### config.mk
export PLATFORM = sky130hd
export DESIGN_NAME = fir_filter_31_tap
export DESIGN_NICKNAME = d
export VERILOG_FILES = /design/src/fir_pkg.sv /design/src/fir_ram.sv /design/src/fir_ctrl.sv /design/src/fir_dp.sv /design/src/fir_filter_31_tap.sv
export SDC_FILE = /design/constraint.sdc
export NUM_CORES = 2
export LEC_CHECK = 0
export BUFFER_PORTS_ARGS = -buffer_cell sky130_fd_sc_hd__buf_4
export CAP_MARGIN = 30
export CORE_UTILIZATION = 31
export DETAILED_ROUTE_END_ITERATION = 16
export PLACE_DENSITY_LB_ADDON = 0.1
export SLEW_MARGIN = 25
export SYNTH_ARGS = -nofsm -noshare
export SYNTH_HDL_FRONTEND = slang
export SYNTH_SLANG_ARGS = --single-unit
### constraint.sdc
create_clock -name aclk -period 11.37 [get_ports aclk]
set_clock_uncertainty 0.05 [all_clocks]
set_input_delay 2.274 -clock aclk [delete_from_list [all_inputs] [get_ports aclk]]
set_output_delay 2.274 -clock aclk [all_outputs]
set_load 0.01 [all_outputs]
### src/fir_pkg.sv
`timescale 1ns / 1ps
`default_nettype none
// ----------------------------------------------------------------------------
// fir_pkg - shared types and constants for the 31-tap FIR filter
// Coefficient table, fixed widths, register indexes and the control
// interface between the FIR controller and datapath.
// ----------------------------------------------------------------------------
package fir_pkg;

    // Default sizes
    localparam int DEF_TAPS         = 31;
    localparam int DEF_SAMPLE_WIDTH = 16;
    localparam int DEF_COEF_WIDTH   = 16;

    // Fixed widths
    localparam int GAIN_W     = 16;   // Q8.8 gains
    localparam int GAIN_FRAC  = 8;
    localparam int ACC_W      = 40;   // saturating accumulator
    localparam int ACC_LO_W   = 20;   // output gain multiply is split at this bit
    localparam int CFG_IDX_W  = 2;

    localparam logic signed [63:0] ACC_MAX = 64'sd549755813887;
    localparam logic signed [63:0] ACC_MIN = -ACC_MAX - 64'sd1;

    // Register indexes
    localparam logic [CFG_IDX_W-1:0] REG_INPUT_GAIN  = 2'd0;
    localparam logic [CFG_IDX_W-1:0] REG_OUTPUT_GAIN = 2'd1;

    localparam logic [GAIN_W-1:0] GAIN_RESET = 16'd256;

    // Q1.15 filter taps
    localparam int NUM_COEFS = 31;
    localparam int COEF_Q15 [NUM_COEFS] = '{
        16, 187, 2, 169, 685, -609, -2570, -458, 3137, 1641, -537, 1632, -672,
        -8234, -4187, 9879, 9879, -4187, -8234, -672, 1632, -537, 1641, 3137,
        -458, -2570, -609, 685, 169, 2, 187
    };

    // Coefficient i rescaled to cw bits (round half up when narrowing).
    // Taps past the table are zero.
    function automatic int coef_val(input int idx, input int cw);
        int c;
        if (idx < 0 || idx >= NUM_COEFS) begin
            return 0;
        end
        c = COEF_Q15[idx];
        if (cw >= 16) begin
            return c <<< (cw - 16);
        end
        return (c + (1 <<< (15 - cw))) >>> (16 - cw);
    endfunction

    // Controller -> datapath
    typedef struct packed {
        logic capture;   // latch input sample, step write pointer
        logic gain_mul;  // sample * input gain
        logic store;     // write scaled sample, clear accumulator
        logic rd_en;     // fetch next delay line entry for MAC
        logic clamp;     // saturate accumulator to 40 bits
        logic og_lo;     // low half times output gain
        logic og_hi;     // high half times output gain
        logic sum;       // combine partial products, add rounding
        logic out_load;  // load result register
    } fir_cmd_t;

    // Datapath -> controller
    typedef struct packed {
        logic out_free;  // result register empty or draining this cycle
    } fir_sts_t;

endpackage

`default_nettype wire

### src/fir_ram.sv
`timescale 1ns / 1ps
`default_nettype none
// ----------------------------------------------------------------------------
// fir_ram - generic single-write, single-read RAM
// One write port, one read port with registered read data.
// ----------------------------------------------------------------------------
module fir_ram #(
    parameter int WIDTH = 16,
    parameter int DEPTH = 32
) (
    input  wire logic                     clk,
    input  wire logic                     we,
    input  wire logic [$clog2(DEPTH)-1:0] waddr,
    input  wire logic [WIDTH-1:0]         wdata,
    input  wire logic                     re,
    input  wire logic [$clog2(DEPTH)-1:0] raddr,
    output      logic [WIDTH-1:0]         rdata
);

    logic [WIDTH-1:0] mem [DEPTH];
    logic [WIDTH-1:0] rdata_reg;

    always_ff @(posedge clk) begin
        if (we) begin
            mem[waddr] <= wdata;
        end
        if (re) begin
            rdata_reg <= mem[raddr];
        end
    end

    assign rdata = rdata_reg;

endmodule

`default_nettype wire

### src/fir_ctrl.sv
`timescale 1ns / 1ps
`default_nettype none
// ----------------------------------------------------------------------------
// fir_ctrl - FIR sequencer
// Steps one sample through input scaling, the tap MAC loop, output scaling
// and the hand-off to the result register.
// ----------------------------------------------------------------------------
module fir_ctrl
    import fir_pkg::*;
#(
    parameter int TAPS = DEF_TAPS
) (
    input  wire logic     aclk,
    input  wire logic     aresetn,
    input  wire logic     s_valid,
    output      logic     s_ready,
    input  wire fir_sts_t sts,
    output      fir_cmd_t cmd
);

    localparam int CNT_W = $clog2(TAPS + 2);
    localparam logic [CNT_W-1:0] CNT_LAST  = CNT_W'(TAPS + 1);
    localparam logic [CNT_W-1:0] CNT_TAPS  = CNT_W'(TAPS);

    typedef enum logic [8:0] {
        S_IDLE  = 9'b000000001,
        S_GAIN  = 9'b000000010,
        S_STORE = 9'b000000100,
        S_MAC   = 9'b000001000,
        S_CLAMP = 9'b000010000,
        S_OLO   = 9'b000100000,
        S_OHI   = 9'b001000000,
        S_SUM   = 9'b010000000,
        S_OUT   = 9'b100000000
    } state_t;

    state_t           state_reg, state_next;
    logic [CNT_W-1:0] cnt_reg, cnt_next;

    always_comb begin
        state_next = state_reg;
        cnt_next   = cnt_reg;
        cmd        = '0;
        s_ready    = 1'b0;
        unique case (state_reg)
            S_IDLE: begin
                s_ready     = 1'b1;
                cmd.capture = s_valid;
                if (s_valid) begin
                    state_next = S_GAIN;
                end
            end
            S_GAIN: begin
                cmd.gain_mul = 1'b1;
                state_next   = S_STORE;
            end
            S_STORE: begin
                cmd.store  = 1'b1;
                cnt_next   = '0;
                state_next = S_MAC;
            end
            S_MAC: begin
                // reads while the count is below TAPS, then runs on to TAPS + 1 to drain mult/acc
                cmd.rd_en = (cnt_reg < CNT_TAPS);
                cnt_next  = cnt_reg + 1'b1;
                if (cnt_reg == CNT_LAST) begin
                    state_next = S_CLAMP;
                end
            end
            S_CLAMP: begin
                cmd.clamp  = 1'b1;
                state_next = S_OLO;
            end
            S_OLO: begin
                cmd.og_lo  = 1'b1;
                state_next = S_OHI;
            end
            S_OHI: begin
                cmd.og_hi  = 1'b1;
                state_next = S_SUM;
            end
            S_SUM: begin
                cmd.sum    = 1'b1;
                state_next = S_OUT;
            end
            S_OUT: begin
                if (sts.out_free) begin
                    cmd.out_load = 1'b1;
                    state_next   = S_IDLE;
                end
            end
            default: begin
                state_next = S_IDLE;
            end
        endcase
    end

    always_ff @(posedge aclk) begin
        if (!aresetn) begin
            state_reg <= S_IDLE;
            cnt_reg   <= '0;
        end else begin
            state_reg <= state_next;
            cnt_reg   <= cnt_next;
        end
    end

endmodule

`default_nettype wire

### src/fir_dp.sv
`timescale 1ns / 1ps
`default_nettype none
// ----------------------------------------------------------------------------
// fir_dp - FIR datapath
// Gain registers, delay line RAM with valid bits, one MAC unit, split output
// gain multiply, rounding/saturation and the result register.
// ----------------------------------------------------------------------------
module fir_dp
    import fir_pkg::*;
#(
    parameter int TAPS         = DEF_TAPS,
    parameter int SAMPLE_WIDTH = DEF_SAMPLE_WIDTH,
    parameter int COEF_WIDTH   = DEF_COEF_WIDTH
) (
    input  wire logic                           aclk,
    input  wire logic                           aresetn,
    input  wire logic                           cfg_wr_en,
    input  wire logic [CFG_IDX_W-1:0]           cfg_index,
    input  wire logic [GAIN_W-1:0]              cfg_wdata,
    input  wire logic signed [SAMPLE_WIDTH-1:0] s_sample_in,
    output      logic                           m_valid,
    input  wire logic                           m_ready,
    output      logic signed [SAMPLE_WIDTH-1:0] m_sample_out,
    input  wire fir_cmd_t                       cmd,
    output      fir_sts_t                       sts
);

    localparam int S      = SAMPLE_WIDTH;
    localparam int C      = COEF_WIDTH;
    localparam int PTR_W  = $clog2(TAPS);
    localparam int GP_W   = S + GAIN_W + 1;           // sample * input gain
    localparam int GR_W   = GP_W + 1;
    localparam int MP_W   = S + C;                    // tap product
    localparam int SUM_W  = S + C + $clog2(TAPS);     // exact tap sum
    localparam int CMP_W  = (SUM_W > ACC_W) ? SUM_W : ACC_W;
    localparam int OP_W   = ACC_LO_W + 1 + GAIN_W + 1;
    localparam int Y_W    = ACC_W + GAIN_W + 1;
    localparam int OSHIFT = C - 1 + GAIN_FRAC;

    localparam logic [PTR_W-1:0] PTR_LAST = PTR_W'(TAPS - 1);

    localparam logic signed [GR_W-1:0] IN_HALF  = GR_W'(1 <<< (GAIN_FRAC - 1));
    localparam logic signed [GR_W-1:0] IN_SMAX  = GR_W'((1 <<< (S - 1)) - 1);
    localparam logic signed [GR_W-1:0] IN_SMIN  = -IN_SMAX - GR_W'(1);
    localparam logic signed [Y_W-1:0]  OUT_HALF = Y_W'(64'sd1 <<< (OSHIFT - 1));
    localparam logic signed [Y_W-1:0]  OUT_SMAX = Y_W'((1 <<< (S - 1)) - 1);
    localparam logic signed [Y_W-1:0]  OUT_SMIN = -OUT_SMAX - Y_W'(1);
    localparam logic signed [CMP_W-1:0] CLAMP_HI = CMP_W'(ACC_MAX);
    localparam logic signed [CMP_W-1:0] CLAMP_LO = CMP_W'(ACC_MIN);

    // configuration
    logic [GAIN_W-1:0] in_gain_reg, out_gain_reg;

    always_ff @(posedge aclk) begin
        if (!aresetn) begin
            in_gain_reg  <= GAIN_RESET;
            out_gain_reg <= GAIN_RESET;
        end else if (cfg_wr_en) begin
            unique case (cfg_index)
                REG_INPUT_GAIN:  in_gain_reg  <= cfg_wdata;
                REG_OUTPUT_GAIN: out_gain_reg <= cfg_wdata;
                default: ;
            endcase
        end
    end

    // input scaling
    logic signed [S-1:0]    samp_reg;
    logic signed [GP_W-1:0] gprod_reg;
    logic signed [GR_W-1:0] g_round;
    logic signed [S-1:0]    g_sat;
    logic [PTR_W-1:0]       wp_reg;

    always_ff @(posedge aclk) begin
        if (cmd.capture) begin
            samp_reg <= s_sample_in;
        end
        if (cmd.gain_mul) begin
            gprod_reg <= samp_reg * $signed({1'b0, in_gain_reg});
        end
    end

    always_ff @(posedge aclk) begin
        if (!aresetn) begin
            wp_reg <= '0;
        end else if (cmd.capture) begin
            wp_reg <= (wp_reg == '0) ? PTR_LAST : wp_reg - 1'b1;
        end
    end

    always_comb begin
        g_round = (GR_W'(gprod_reg) + IN_HALF) >>> GAIN_FRAC;
        if (g_round > IN_SMAX) begin
            g_sat = S'(IN_SMAX);
        end else if (g_round < IN_SMIN) begin
            g_sat = S'(IN_SMIN);
        end else begin
            g_sat = S'(g_round);
        end
    end

    // delay line: RAM plus per-entry valid bits (unwritten entries read as zero)
    logic [TAPS-1:0]  vld_reg;
    logic [PTR_W-1:0] rd_ptr_reg;
    logic [PTR_W-1:0] tap_reg, tap_d_reg;
    logic             rd_vld_reg, ent_vld_reg;
    logic [S-1:0]     ram_rdata;

    fir_ram #(
        .WIDTH (S),
        .DEPTH (TAPS)
    ) u_delay_ram (
        .clk   (aclk),
        .we    (cmd.store),
        .waddr (wp_reg),
        .wdata (g_sat),
        .re    (cmd.rd_en),
        .raddr (rd_ptr_reg),
        .rdata (ram_rdata)
    );

    always_ff @(posedge aclk) begin
        if (!aresetn) begin
            vld_reg <= '0;
        end else if (cmd.store) begin
            vld_reg[wp_reg] <= 1'b1;
        end
    end

    always_ff @(posedge aclk) begin
        if (!aresetn) begin
            rd_vld_reg <= 1'b0;
        end else begin
            rd_vld_reg <= cmd.rd_en;
        end
    end

    always_ff @(posedge aclk) begin
        if (cmd.store) begin
            rd_ptr_reg <= wp_reg;
            tap_reg    <= '0;
        end else if (cmd.rd_en) begin
            rd_ptr_reg <= (rd_ptr_reg == PTR_LAST) ? '0 : rd_ptr_reg + 1'b1;
            tap_reg    <= tap_reg + 1'b1;
        end
        if (cmd.rd_en) begin
            ent_vld_reg <= vld_reg[rd_ptr_reg];
            tap_d_reg   <= tap_reg;
        end
    end

    // MAC: read -> multiply -> accumulate
    logic signed [C-1:0]     coef;
    logic signed [S-1:0]     tap_data;
    logic signed [MP_W-1:0]  prod_reg;
    logic                    prod_vld_reg;
    logic signed [SUM_W-1:0] acc_reg;

    assign coef     = C'(coef_val(int'(tap_d_reg), C));
    assign tap_data = ent_vld_reg ? $signed(ram_rdata) : '0;

    always_ff @(posedge aclk) begin
        if (!aresetn) begin
            prod_vld_reg <= 1'b0;
        end else begin
            prod_vld_reg <= rd_vld_reg;
        end
    end

    always_ff @(posedge aclk) begin
        if (rd_vld_reg) begin
            prod_reg <= tap_data * coef;
        end
        if (cmd.store) begin
            acc_reg <= '0;
        end else if (prod_vld_reg) begin
            acc_reg <= acc_reg + SUM_W'(prod_reg);
        end
    end

    // clamp to 40 bits, then output gain in two halves
    logic signed [CMP_W-1:0]  acc_ext;
    logic signed [ACC_W-1:0]  acc40_reg;
    logic signed [ACC_LO_W:0] op_a;
    logic signed [OP_W-1:0]   op_p;
    logic signed [OP_W-1:0]   lo_p_reg, hi_p_reg;
    logic signed [Y_W-1:0]    y_reg;
    logic signed [Y_W-1:0]    y_shift;
    logic signed [S-1:0]      y_sat;

    assign acc_ext = CMP_W'(acc_reg);

    always_ff @(posedge aclk) begin
        if (cmd.clamp) begin
            if (acc_ext > CLAMP_HI) begin
                acc40_reg <= ACC_W'(CLAMP_HI);
            end else if (acc_ext < CLAMP_LO) begin
                acc40_reg <= ACC_W'(CLAMP_LO);
            end else begin
                acc40_reg <= ACC_W'(acc_ext);
            end
        end
    end

    // low half is unsigned, high half carries the sign
    assign op_a = cmd.og_hi
                ? $signed({acc40_reg[ACC_W-1], acc40_reg[ACC_W-1:ACC_LO_W]})
                : $signed({1'b0, acc40_reg[ACC_LO_W-1:0]});
    assign op_p = OP_W'(op_a * $signed({1'b0, out_gain_reg}));

    always_ff @(posedge aclk) begin
        if (cmd.og_lo) begin
            lo_p_reg <= op_p;
        end
        if (cmd.og_hi) begin
            hi_p_reg <= op_p;
        end
        if (cmd.sum) begin
            y_reg <= (Y_W'(hi_p_reg) <<< ACC_LO_W) + Y_W'(lo_p_reg) + OUT_HALF;
        end
    end

    always_comb begin
        y_shift = y_reg >>> OSHIFT;
        if (y_shift > OUT_SMAX) begin
            y_sat = S'(OUT_SMAX);
        end else if (y_shift < OUT_SMIN) begin
            y_sat = S'(OUT_SMIN);
        end else begin
            y_sat = S'(y_shift);
        end
    end

    // result register
    logic                m_valid_reg;
    logic signed [S-1:0] m_data_reg;

    always_ff @(posedge aclk) begin
        if (!aresetn) begin
            m_valid_reg <= 1'b0;
        end else if (cmd.out_load) begin
            m_valid_reg <= 1'b1;
        end else if (m_ready) begin
            m_valid_reg <= 1'b0;
        end
    end

    always_ff @(posedge aclk) begin
        if (cmd.out_load) begin
            m_data_reg <= y_sat;
        end
    end

    assign m_valid      = m_valid_reg;
    assign m_sample_out = m_data_reg;
    assign sts.out_free = !m_valid_reg || m_ready;

endmodule

`default_nettype wire

### src/fir_filter_31_tap.sv
`timescale 1ns / 1ps
`default_nettype none
// ----------------------------------------------------------------------------
// fir_filter_31_tap - direct-form FIR filter, 31 fixed Q1.15 taps
// Input gain, circular delay line, one shared MAC for all taps, output gain and
// saturation to a signed sample.
// ----------------------------------------------------------------------------
//  channel   dir  handshake            payload
//  s_        in   s_valid / s_ready    s_sample_in  (signed, SAMPLE_WIDTH)
//  m_        out  m_valid / m_ready    m_sample_out (signed, SAMPLE_WIDTH)
//  cfg_      in   cfg_wr_en            cfg_index, cfg_wdata (Q8.8 gains)
//
//  Each sample runs through the single MAC, which walks the delay line RAM
//  one entry a cycle.
//  A new sample is taken once the previous one has reached the result
//  register; a stalled result only holds the block when it is done again.
//  Reset clears the gains to 1.0, the write pointer and the delay line
//  valid bits, so the delay line reads as zero straight out of reset.
// ----------------------------------------------------------------------------
module fir_filter_31_tap
    import fir_pkg::*;
#(
    parameter int TAPS         = DEF_TAPS,
    parameter int SAMPLE_WIDTH = DEF_SAMPLE_WIDTH,
    parameter int COEF_WIDTH   = DEF_COEF_WIDTH
) (
    input  wire logic                           aclk,
    input  wire logic                           aresetn,
    input  wire logic                           cfg_wr_en,
    input  wire logic [CFG_IDX_W-1:0]           cfg_index,
    input  wire logic [GAIN_W-1:0]              cfg_wdata,
    input  wire logic                           s_valid,
    output      logic                           s_ready,
    input  wire logic signed [SAMPLE_WIDTH-1:0] s_sample_in,
    output      logic                           m_valid,
    input  wire logic                           m_ready,
    output      logic signed [SAMPLE_WIDTH-1:0] m_sample_out
);

    fir_cmd_t cmd;
    fir_sts_t sts;

    fir_ctrl #(
        .TAPS (TAPS)
    ) u_ctrl (
        .aclk    (aclk),
        .aresetn (aresetn),
        .s_valid (s_valid),
        .s_ready (s_ready),
        .sts     (sts),
        .cmd     (cmd)
    );

    fir_dp #(
        .TAPS         (TAPS),
        .SAMPLE_WIDTH (SAMPLE_WIDTH),
        .COEF_WIDTH   (COEF_WIDTH)
    ) u_dp (
        .aclk         (aclk),
        .aresetn      (aresetn),
        .cfg_wr_en    (cfg_wr_en),
        .cfg_index    (cfg_index),
        .cfg_wdata    (cfg_wdata),
        .s_sample_in  (s_sample_in),
        .m_valid      (m_valid),
        .m_ready      (m_ready),
        .m_sample_out (m_sample_out),
        .cmd          (cmd),
        .sts          (sts)
    );

    // result register never overwritten while a beat is still waiting
    a_no_overwrite: assert property (@(posedge aclk) disable iff (!aresetn)
        cmd.out_load |-> (!m_valid || m_ready))
        else $error("result register loaded while holding an untaken beat");

    // one sample in flight: ready drops right after an accept
    a_one_in_flight: assert property (@(posedge aclk) disable iff (!aresetn)
        (s_valid && s_ready) |=> !s_ready)
        else $error("input accepted while a sample is in flight");

    // a result only appears from a load by the sequencer
    a_valid_from_load: assert property (@(posedge aclk) disable iff (!aresetn)
        $rose(m_valid) |-> $past(cmd.out_load))
        else $error("m_valid rose without a result load");

    // MAC reads only while no new sample can enter
    a_mac_busy: assert property (@(posedge aclk) disable iff (!aresetn)
        cmd.rd_en |-> !s_ready)
        else $error("delay line read while idle");

endmodule

`default_nettype wire

==> flow_summary.ini <==
[status]
status = completed

[finish]
area_delta_synth_final_pct = 11.1
multi_input_area_um2 = 38400
ff_latch_area_um2 = 24800
final_layout_size_suffix_gt1_share_pct = 9.45
final_net_count = 7244
largest_reg_flops = 496
fill_cells = 21865
final_core_util_pct = 34.6

[synth]
synth_edf_count = 740
synth.distinct_cells = 90
synthArstFlopShare_pct = 0
synth_commonest_cells = inv_1, fa_1, edfxtp_1
ys_ff_latch = 868
yosysSeqAreaShare_pct = 36.6
postSynthAreaPerCell_um2 = 11.3
syn_inst = 6004
synthFlopType = edfxtp_1
netlist_area_um2 = 67700
yosys_warnings = 0
yosysTopAreaCell = edfxtp_1
synth_area_leaders = edfxtp_1, fa_1, ha_1
synthesis.nets = 7253
yosysMostFrequentCell = inv_1
yosysTopAreaCellShare_pct = 32.8

[setup_path]
critical_path_class = flip-flop to flip-flop
cp_data_arrival_time_ns = 9.73
slowest_stage = nand2_1
crit_family = adder cells
critical_path_buf_inv_count = 6
critPathRequiredTime_ns = 11.75
crit_start = u_ctrl.state_reg[0]
start_kind = flip-flop
slowest_delay_ns = 0.63
cpMostUsedCell = fa_1
reg2reg_from = u_ctrl.state_reg[0]
crit_fanout = 48
critPathCaptureType = flip-flop

[global_route]
overflow = 0
grt.total_usage_pct = 17.0
grt_pass1_vias = 46090
grt_max_degree = 154
grt_pass1_wl_mm = 286
antenna_found_initial = 5

[power]
power_frac_clock_pct = 39.1
p_int_mw = 6.06
swShare_pct = 28.6
power_frac_seq_pct = 43.0
irDropWorstVdd_mv = 0.119
p_leak_nw = 31.5
combPwrFrac_pct = 17.8
p_per_area_nw_per_um2 = 113
switchingPower_mw = 2.43

[cts]
cts.sinks = 868
clockBufferDepth = 3
postCtsResizedCells = 0
cts_tree = built
hold_buffers = 0
h-tree-depth = 3
cts_inserted_buffers = 103
cts_root_buf = clkbuf_16
path_clk_slew_ns = 0.06
post_cts_buffers = 0
clk_latency_ns = 0.75

[sta]
finalSetupViolations = 0
maxSlewViolCount = 0
max_freq_ghz = 0.107
fin_crit_ns = 9.35
setup_tns_ns = 0
rsz0062_at_grt = false
relSlewSlack_pct = 17.4
final_hold_viol_count = 0
post-route-period-util_pct = 82.2
tightestPinTransition_ns = 1.24

[detailed_routing]
viasPerCell = 4.74
drc = 0
ant_nets = 0
drtIter0Drc = 2419
wl_mm = 184
first_pass_iters = 8
vias = 42309
wl_per_cell_um = 20.5

[floorplanning]
row_count = 171
die_h_um = 469
dieArea_um2 = 220000
core_um2 = 217000
io_pins = 57
start_util_pct = 31.2
die_w_um = 469

[placed_design]
globalplace.congestion = 0.790
place.port_buffers = 56
dp_hpwl_mm = 133

[worst_hold_path]
hold_start = u_dp.out_gain_reg[9]
hold_class = flip-flop to flip-flop

[job]
maxCapViolCount = 0
-- power groups by stage --
| stage | clock (mW) | combinational (mW) | sequential, mW |
|---|---|---|---|
| 2_1_floorplan | 0 | 1.14 | 3.66 |
| 3_3_place_gp | 0 | 1.55 | 3.72 |
| 3_5_place_dp | 0 | 1.54 | 3.72 |
| 4_1_cts | 3.43 | 1.56 | 3.65 |
| 5_1_grt | 3.53 | 1.76 | 3.66 |
| 6_report | 3.32 | 1.51 | 3.65 |
-- cells in the final DEF, fill, tap and decap left out, drive strengths merged, types with 9 or more instances in the layout --
| cell | n |
|---|---|
| inv | 1012 |
| fa | 792 |
| edfxtp | 740 |
| nand2 | 698 |
| ha | 418 |
| nor2 | 392 |
| and2 | 243 |
| a21oi | 201 |
| mux4 | 153 |
| buf | 150 |
| clkbuf | 134 |
| dfxtp | 128 |
| o21ai | 122 |
| xnor2 | 119 |
| nand3 | 75 |
| nor3 | 60 |
| a21o | 57 |
| nor2b | 43 |
| xor2 | 42 |
| clkinv | 39 |
| nand2b | 38 |
| o21a | 38 |
| and3 | 36 |
| mux2i | 32 |
| a211oi | 30 |
| nand4 | 25 |
| a31oi | 20 |
| mux2 | 19 |
| or2 | 17 |
| or3 | 14 |
| o21bai | 11 |
| o211ai | 10 |
| nand3b | 9 |
| o22ai | 9 |
| a21boi | 9 |
| nor3b | 9 |
-- worst reg2reg max path: stages, from the launching register on --
cell      delay (ns)
dfxtp_1         0.34
nor4_1          0.59
nand4b_1        0.16
buf_4           0.24
inv_2           0.23
buf_4           0.56
nand2_1         0.15
nand2_1         0.63
nand2_1         0.19
fa_1            0.57
inv_1           0.05
fa_1            0.53
fa_1            0.46
fa_1            0.53
fa_1            0.56
inv_1           0.06
fa_1            0.53
inv_1           0.04
ha_1            0.37
nand4_1         0.16
a31oi_1         0.06
a211oi_1        0.37
nor2_1          0.11
o311ai_1        0.54
a21oi_1         0.21
o31ai_1         0.49
mux2i_1         0.24
nand4_1         0.10
-- layout make-up --
| class | count | area share, % |
|---|---|---|
| clock inverters | 53 | 0.779 |
| repair buffers | 150 | 1.60 |
| inverters | 1008 | 5.03 |
| flip-flops and latches | 868 | 33.0 |
| diodes | 4 | 0.0133 |
| clock buffers | 134 | 3.73 |
| multi-input cells | 3864 | 51.1 |
| well taps | 2854 | 4.75 |
-- per-stage QoR --
step	cell area, um2	hold WS [ns]	instances	total power, mW	worst slack [ns]
6_report	75200	0.405	8935	8.49	2.02
3_5_place_dp	71700	0.398	8740	5.27	2.13
4_1_cts	75100	0.405	8927	8.65	2.06
2_1_floorplan	67700	0.378	6004	4.80	2.87
3_3_place_gp	71600	0.390	8733	5.27	2.13
5_1_grt	75200	0.422	8934	8.95	1.52
-- logic make-up after synthesis --
group	share of synthesized area, %
XOR/XNOR	2.08
adder cells (fa/ha/maj)	31.2
AND/OR/NAND/NOR	11.7
multiplexers	5.88
buffers and inverters	7.06
flip-flops	36.6
AO/OA/AOI/OAI	5.51
-- final timing paths --
path	endpoint	slack [ns]	cells after the start
setup / recovery	u_dp.lo_p_reg[37]	2.02	27
setup reg to reg	u_dp.lo_p_reg[37]	2.02	27
hold reg to reg	u_dp.out_gain_reg[9]	0.40	2
hold / removal	u_dp.out_gain_reg[9]	0.40	2
-- metal layers --
metal	track usage, %	vias up	part of all wire (%)
met3	1.91	189	2.9
met2	29.7	533	49
li1	-	19716	-
met5	0	-	0
met1	22.5	21871	45
met4	4.18	0	2.4
Power figures use the tool's default switching activity.
